===== config.mk =====
export PLATFORM = sky130hd
export DESIGN_NAME = mlpt_ctrl
export DESIGN_NICKNAME = d
export VERILOG_FILES = /design/src/design/mlpt_pkg.sv /design/src/design/mlpt_ctrl.sv
export SDC_FILE = /design/constraint.sdc
export NUM_CORES = 1
export LEC_CHECK = 0
export BUFFER_PORTS_ARGS = -buffer_cell sky130_fd_sc_hd__buf_2
export CELL_PAD_IN_SITES_DETAIL_PLACEMENT = 1
export CELL_PAD_IN_SITES_GLOBAL_PLACEMENT = 1
export CORE_UTILIZATION = 30
export DETAILED_ROUTE_END_ITERATION = 6
export GPL_TIMING_DRIVEN = 0
export PLACE_DENSITY_LB_ADDON = 0.05
export RECOVER_POWER = 50
export SLEW_MARGIN = 20
export SYNTH_ARGS = -nofsm -noshare
export SYNTH_HDL_FRONTEND = slang
export SYNTH_SLANG_ARGS = --single-unit

===== constraint.sdc =====
create_clock -name clk -period 2.2 [get_ports clk]
set_input_delay 0.11 -clock clk [delete_from_list [all_inputs] [get_ports clk]]
set_output_delay 0.11 -clock clk [all_outputs]
set_load 0.02 [all_outputs]

===== src/design/mlpt_pkg.sv =====
// Shared constants, types and helper functions for the page table walker.
`timescale 1ns / 1ps
package mlpt_pkg;

    // Page geometry and store size.
    localparam int OFFSET_BITS = 12;
    localparam int LEVEL_COUNT = 4;
    localparam int FRAME_COUNT = 64;

    localparam int IDX_BITS  = OFFSET_BITS - 3;
    localparam int FRAME_W   = $clog2(FRAME_COUNT);
    localparam int NEXT_W    = $clog2(FRAME_COUNT + 1);
    localparam int ADDR_W    = FRAME_W + IDX_BITS;
    localparam int LVL_W     = (LEVEL_COUNT > 1) ? $clog2(LEVEL_COUNT) : 1;
    localparam int ENTRY_W   = FRAME_W + 1;

    // Operation codes.
    localparam logic OP_TRANSLATE = 1'b0;
    localparam logic OP_ALLOCATE  = 1'b1;

    // Result status codes.
    typedef enum logic [1:0] {
        ST_OK     = 2'd0,
        ST_FAULT  = 2'd1,
        ST_NOROOT = 2'd2,
        ST_FULL   = 2'd3
    } status_t;

    // Request and response payloads.
    typedef struct packed {
        logic        opcode;
        logic [63:0] virtual_address;
    } req_t;

    typedef struct packed {
        logic [63:0] physical_address;
        status_t     status;
    } rsp_t;

    // Commands from the controller to the datapath.
    typedef struct packed {
        logic    clear_step;
        logic    load_item;
        logic    set_root;
        logic    frame_from_root;
        logic    mem_read;
        logic    take_entry;
        logic    link_new;
        logic    level_inc;
        logic    out_load;
        status_t out_code;
    } cmd_t;

    // Status from the datapath to the controller.
    typedef struct packed {
        logic clear_last;
        logic is_alloc;
        logic root_none;
        logic frames_left;
        logic entry_valid;
        logic last_level;
        logic out_free;
    } stat_t;

    // Table index for one level; the first level takes the top index.
    function automatic logic [IDX_BITS-1:0] level_index(
        input logic [63:0]      va,
        input logic [LVL_W-1:0] lvl
    );
        int shift;
        shift = OFFSET_BITS + IDX_BITS * (LEVEL_COUNT - 1 - int'(lvl));
        if (shift >= 64)
        begin
            return '0;
        end
        return IDX_BITS'(va >> shift);
    endfunction

endpackage


===== src/design/mlpt_ctrl.sv =====
// Controller of the page table walker: clearing pass, walk sequencing and result hand-off.
`timescale 1ns / 1ps
module mlpt_ctrl import mlpt_pkg::*; (
    input  logic  clk,
    input  logic  rst_n,
    input  logic  req_valid,
    output logic  req_stall,
    input  stat_t stat,
    output cmd_t  cmd
);

    typedef enum logic [5:0] {
        S_CLEAR = 6'b000001,
        S_IDLE  = 6'b000010,
        S_ROOT  = 6'b000100,
        S_READ  = 6'b001000,
        S_EVAL  = 6'b010000,
        S_DONE  = 6'b100000
    } state_t;

    state_t  state_reg, state_next;
    status_t code_reg, code_next;

    assign req_stall = (state_reg != S_IDLE);

    // Sequencing of one item.
    always_comb
    begin
        state_next = state_reg;
        code_next  = code_reg;
        cmd        = '0;
        cmd.out_code = code_reg;
        case (state_reg)
            S_CLEAR:
            begin
                cmd.clear_step = 1'b1;
                if (stat.clear_last)
                begin
                    state_next = S_IDLE;
                end
            end
            S_IDLE:
            begin
                if (req_valid)
                begin
                    cmd.load_item = 1'b1;
                    state_next    = S_ROOT;
                end
            end
            S_ROOT:
            begin
                code_next = ST_OK;
                if (!stat.root_none)
                begin
                    cmd.frame_from_root = 1'b1;
                    state_next          = S_READ;
                end
                else if (!stat.is_alloc)
                begin
                    code_next  = ST_NOROOT;
                    state_next = S_DONE;
                end
                else if (stat.frames_left)
                begin
                    cmd.set_root = 1'b1;
                    state_next   = S_READ;
                end
                else
                begin
                    code_next  = ST_FULL;
                    state_next = S_DONE;
                end
            end
            S_READ:
            begin
                cmd.mem_read = 1'b1;
                state_next   = S_EVAL;
            end
            S_EVAL:
            begin
                if (stat.entry_valid || (stat.is_alloc && stat.frames_left))
                begin
                    cmd.take_entry = stat.entry_valid;
                    cmd.link_new   = !stat.entry_valid;
                    if (stat.last_level)
                    begin
                        code_next  = ST_OK;
                        state_next = S_DONE;
                    end
                    else
                    begin
                        cmd.level_inc = 1'b1;
                        state_next    = S_READ;
                    end
                end
                else if (!stat.is_alloc)
                begin
                    code_next  = ST_FAULT;
                    state_next = S_DONE;
                end
                else
                begin
                    code_next  = ST_FULL;
                    state_next = S_DONE;
                end
            end
            S_DONE:
            begin
                if (stat.out_free)
                begin
                    cmd.out_load = 1'b1;
                    state_next   = S_IDLE;
                end
            end
            default:
            begin
                state_next = S_IDLE;
            end
        endcase
    end

    always_ff @(posedge clk or negedge rst_n)
    begin
        if (!rst_n)
        begin
            state_reg <= S_CLEAR;
            code_reg  <= ST_OK;
        end
        else
        begin
            state_reg <= state_next;
            code_reg  <= code_next;
        end
    end

endmodule


==> report_table.html <==
<table>
<tr><th>Metric</th><th>Value</th></tr>
<tr><th colspan="2">Layout</th></tr>
<tr><td>Post-synthesis to final-layout area growth</td><td>34.4%</td></tr>
<tr><td>Inserted Diodes</td><td>0</td></tr>
<tr><td>Util after Layout</td><td>a little over two fifths</td></tr>
<tr><td>Layout cells sized above 1</td><td>between 30% and 40%</td></tr>
<tr><td>Final #Nets</td><td>90</td></tr>
<tr><td>Flip-flop count of the largest register, all copies and words added</td><td>6</td></tr>
<tr><th colspan="2">Clock network</th></tr>
<tr><td>Count of buffers added by post-CTS timing repair for setup</td><td>0</td></tr>
<tr><td>Inserted Clock Buffers</td><td>3</td></tr>
<tr><td>Total of hold buffers inserted after clock tree synthesis</td><td>2</td></tr>
<tr><td>Clock Pin Slew Worst Setup and Hold Paths</td><td>0.06 ns</td></tr>
<tr><td>Max Root-Sink Buffers</td><td>2</td></tr>
<tr><td>CTS tree</td><td>done</td></tr>
<tr><td>TritonCTS Sinks</td><td>8</td></tr>
<tr><td>Number of cells upsized or downsized after cts</td><td>0</td></tr>
<tr><td>CTS H-Tree Depth</td><td>1</td></tr>
<tr><td>Root cell of the clock tree</td><td>sky130_fd_sc_hd__clkbuf_4</td></tr>
<tr><td>Insertion delay to the later sink of the worst-skew pair</td><td>0.26 ns</td></tr>
<tr><th colspan="2">Power and ir drop</th></tr>
<tr><td>Internal power</td><td>0.369 mW</td></tr>
<tr><td>Power spent charging and discharging nets</td><td>0.270 mW</td></tr>
<tr><td>Switching share of total power</td><td>a little over two fifths</td></tr>
<tr><td>Maximum VDD drop</td><td>0.433 mV</td></tr>
<tr><td>Power per cell area</td><td>976 mW/mm^2</td></tr>
<tr><td>Power consumption</td><td>between 0.6 and 0.7 mW</td></tr>
<tr><td>Share of power burned in combinational logic</td><td>between 40% and 50%</td></tr>
<tr><td>Static power due to leakage</td><td>0.346 nW</td></tr>
<tr><td>Clock power share</td><td>around 20%</td></tr>
<tr><td>Sequential group share of total power</td><td>36.6%</td></tr>
<tr><th colspan="2">Detailed routing</th></tr>
<tr><td>First DRT Iteration DRCs</td><td>2</td></tr>
<tr><td>Via count</td><td>491</td></tr>
<tr><td>Total Routed Length</td><td>around 1300 um</td></tr>
<tr><td>Post-route ant nets</td><td>0</td></tr>
<tr><td>Post-DR wirelength/cell</td><td>approximately 14 um</td></tr>
<tr><td>Drt pass-1 iters</td><td>3</td></tr>
<tr><td>Via count normalized by instance count</td><td>5.17</td></tr>
<tr><td>Drt drc</td><td>0</td></tr>
<tr><th colspan="2">Place</th></tr>
<tr><td>Input/output buffers</td><td>21</td></tr>
<tr><td>Routability congestion estimate from global placement</td><td>0.726</td></tr>
<tr><td>HPWL after detailed placement</td><td>1050 um</td></tr>
<tr><th colspan="2">Floorplanning</th></tr>
<tr><td>Number of core rows</td><td>14</td></tr>
<tr><td>IO Count</td><td>22</td></tr>
<tr><td>Die width</td><td>42.3 um</td></tr>
<tr><td>Die area</td><td>approximately 0.0018 mm^2</td></tr>
<tr><td>Initial Utilization</td><td>32.3%</td></tr>
<tr><td>Placeable core area</td><td>0.00151 mm^2</td></tr>
<tr><td>Die Ht</td><td>42.3 um</td></tr>
<tr><th colspan="2">Logic synthesis</th></tr>
<tr><td>Count of cell types in the netlist</td><td>28</td></tr>
<tr><td>Combined area of all synthesized cells</td><td>487 um^2</td></tr>
<tr><td>Post-synthesis register bit count</td><td>8</td></tr>
<tr><td>Mean instance size in the synthesized netlist</td><td>9.36 um^2</td></tr>
<tr><td>Sequential cell area fraction in the yosys report</td><td>41.4%</td></tr>
<tr><td>Syn Nets</td><td>62</td></tr>
<tr><td>Count of mapped cells out of synthesis</td><td>52</td></tr>
<tr><td>Synth Warn #</td><td>0</td></tr>
<tr><th colspan="2">Global route</th></tr>
<tr><td>Pin count of the biggest net entering global routing</td><td>9</td></tr>
<tr><td>First-pass GRT wire length</td><td>approximately 2200 um</td></tr>
<tr><td>Vias in the first global route</td><td>just over 500</td></tr>
<tr><td>Gr usage total</td><td>16.6%</td></tr>
<tr><td>Number of antenna violations at the first check in global routing</td><td>0</td></tr>
<tr><td>Remaining Overflow, GRT</td><td>0</td></tr>
<tr><th colspan="2">Timing</th></tr>
<tr><td>RSZ-0062 raised after global routing</td><td>no</td></tr>
<tr><td>Final setup fails</td><td>0</td></tr>
<tr><td>Max Freq</td><td>between 0.5 and 0.6 GHz</td></tr>
<tr><td>Max Transition Viols Final</td><td>0</td></tr>
<tr><td>Slew of the pin with the lowest slew margin</td><td>about 0.47 ns</td></tr>
<tr><td>Sum Neg Setup Slack</td><td>0 ns</td></tr>
<tr><td>Tcrit/Tclk final</td><td>a little over four fifths</td></tr>
<tr><td>Headroom to the max-slew limit</td><td>68.5%</td></tr>
<tr><td>Setup skew after layout</td><td>roughly 0.009 ns</td></tr>
<tr><td>Fin crit period</td><td>roughly 1.9 ns</td></tr>
<tr><td>Final hold violation count</td><td>0</td></tr>
<tr><th colspan="2">Worst setup path</th></tr>
<tr><td>Crit path arrival time</td><td>1.76 ns</td></tr>
<tr><td>Biggest fanout along the worst timing path</td><td>7</td></tr>
<tr><td>Data required time of the critical path</td><td>2.09 ns</td></tr>
<tr><td>Critical Path Start Type</td><td>flop</td></tr>
<tr><td>Class of the most critical setup path</td><td>reg -&gt; out</td></tr>
<tr><td>Worst Setup End Kind</td><td>output port</td></tr>
<tr><th colspan="2">Outcome</th></tr>
<tr><td>Result of the run</td><td>finished clean</td></tr>
<tr><th colspan="2">Hold path</th></tr>
<tr><td>Path type of the worst min-delay path</td><td>in -&gt; reg</td></tr>
<tr><th colspan="2">Run</th></tr>
<tr><td>Count of max-cap constraint violations</td><td>0</td></tr>
</table>
==> cells in the mapped netlist <==
master	n	area, um^2
sky130_fd_sc_hd__nor2b_1	2	12.5
sky130_fd_sc_hd__nor3b_1	1	7.51
sky130_fd_sc_hd__mux2_2	1	11.3
sky130_fd_sc_hd__and3b_2	1	10.0
sky130_fd_sc_hd__nand4b_1	1	8.76
sky130_fd_sc_hd__nor2_1	6	22.5
sky130_fd_sc_hd__o21ai_0	1	5.00
sky130_fd_sc_hd__a21oi_1	1	5.00
sky130_fd_sc_hd__nor4_4	1	21.3
sky130_fd_sc_hd__and4b_1	1	10.0
sky130_fd_sc_hd__nor3_1	1	5.00
sky130_fd_sc_hd__nand2_1	5	18.8
sky130_fd_sc_hd__dfstp_2	1	26.3
sky130_fd_sc_hd__nand3b_1	3	22.5
sky130_fd_sc_hd__o32ai_1	1	8.76
sky130_fd_sc_hd__o21bai_1	1	7.51
sky130_fd_sc_hd__a2bb2oi_1	1	8.76
sky130_fd_sc_hd__inv_1	5	18.8
sky130_fd_sc_hd__a21bo_2	1	10.0
sky130_fd_sc_hd__a31oi_1	1	6.26
sky130_fd_sc_hd__dfrtp_1	7	175
sky130_fd_sc_hd__or3b_1	1	8.76
sky130_fd_sc_hd__o211ai_1	2	15.0
sky130_fd_sc_hd__and2_1	1	6.26
sky130_fd_sc_hd__a211oi_1	1	7.51
sky130_fd_sc_hd__nor4_1	2	12.5
sky130_fd_sc_hd__nand3_2	1	10.0
sky130_fd_sc_hd__nand3_1	1	5.00
==> cells by family (layout without fill, tap and decap cells) <==
kind of cell / count (synthesis) / in the layout / synth area share, %
DFF: 8 / 8 / 41.4
AOI/OAI and AO/OA: 10 / 10 / 15.2
muxes: 1 / 1 / 2.31
buffers and inverters: 5 / 32 / 3.86
and+or+nand+nor: 28 / 28 / 37.3
==> worst paths after layout <==
path / cells past startpoint / end / slack [ns] / start
max reg2reg: 4 / code_reg[0] / 0.49 / state_reg[1]
min reg2reg: 1 / code_reg[0] / 0.51 / code_reg[0]
min: 2 / state_reg[1] / 0.04 / req_valid
max: 4 / cmd[3] / 0.33 / state_reg[1]
min in group asynchronous: 2 / state_reg[5] / 0.31 / rst_n
max in group asynchronous: 2 / state_reg[0] / 1.54 / rst_n
==> cell type report <==
class                      instances  area [um^2]
fill                             191          852
tap                               16         20.0
clock buffer                       4         26.3
inverter                           5         18.8
multi-input combinational         39          267
timing repair buffer              23          121
sequential                         8          201
==> placed cells by master, fill, tap and decap left out <==
cell type	count
sky130_fd_sc_hd__dfrtp_1	7
sky130_fd_sc_hd__a21oi_1	1
sky130_fd_sc_hd__and3b_2	1
sky130_fd_sc_hd__nor3b_1	1
sky130_fd_sc_hd__nor2b_1	2
sky130_fd_sc_hd__nor2_1	6
sky130_fd_sc_hd__nor4_1	2
sky130_fd_sc_hd__mux2_2	1
sky130_fd_sc_hd__o21ai_0	1
sky130_fd_sc_hd__nand4b_1	1
sky130_fd_sc_hd__a2bb2oi_1	1
sky130_fd_sc_hd__dfstp_2	1
sky130_fd_sc_hd__clkbuf_4	3
sky130_fd_sc_hd__a211oi_1	1
sky130_fd_sc_hd__inv_1	5
sky130_fd_sc_hd__nand2_1	5
sky130_fd_sc_hd__and2_1	1
sky130_fd_sc_hd__o211ai_1	2
sky130_fd_sc_hd__or3b_1	1
sky130_fd_sc_hd__a31oi_1	1
sky130_fd_sc_hd__o21bai_1	1
sky130_fd_sc_hd__and4b_1	1
sky130_fd_sc_hd__nand3_1	1
sky130_fd_sc_hd__nor4_4	1
sky130_fd_sc_hd__nand3_2	1
sky130_fd_sc_hd__a21bo_2	1
sky130_fd_sc_hd__o32ai_1	1
sky130_fd_sc_hd__nor3_1	1
sky130_fd_sc_hd__clkbuf_1	4
sky130_fd_sc_hd__dlygate4sd3_1	2
sky130_fd_sc_hd__nand3b_1	3
sky130_fd_sc_hd__buf_2	18
==> per-layer routing <==
layer	wire length [um]	part of all wire, %	global-route usage, %	vias to the layer above
met5	0	0	0	-
met4	9	0.70	10.0	0
met3	74	5.8	5.60	2
met2	602	47	24.6	11
met1	600	47	20.6	234
li1	-	-	-	244
==> through the flow <==
step	worst slack, ns	instance area, um^2	instances	hold slack, ns
floorplan	0.457	487	52	-0.186
global placement	0.500	612	89	-0.0366
detailed placement	0.474	612	89	-0.0339
CTS	0.292	658	95	0.0304
global route	0.142	654	95	0.0426
finish	0.330	654	95	0.0394
==> power by group through the flow <==
stage / Combinational, mW / Sequential, mW / Clock, mW
final: 0.278 / 0.234 / 0.127
after global routing: 0.309 / 0.240 / 0.141
after CTS: 0.289 / 0.233 / 0.133
after detailed placement: 0.286 / 0.236 / 0
after global placement: 0.281 / 0.233 / 0
after floorplan: 0.182 / 0.248 / 0
==> worst max-delay path, cell delays in order, from the launching register on <==
cell and delay (ns):
sky130_fd_sc_hd__dfrtp_1 0.43, sky130_fd_sc_hd__nor4_4 0.44, sky130_fd_sc_hd__nand2_1 0.17, sky130_fd_sc_hd__nor3_1 0.26, sky130_fd_sc_hd__buf_2 0.21
Note: power is estimated with default switching activity, not from simulation.
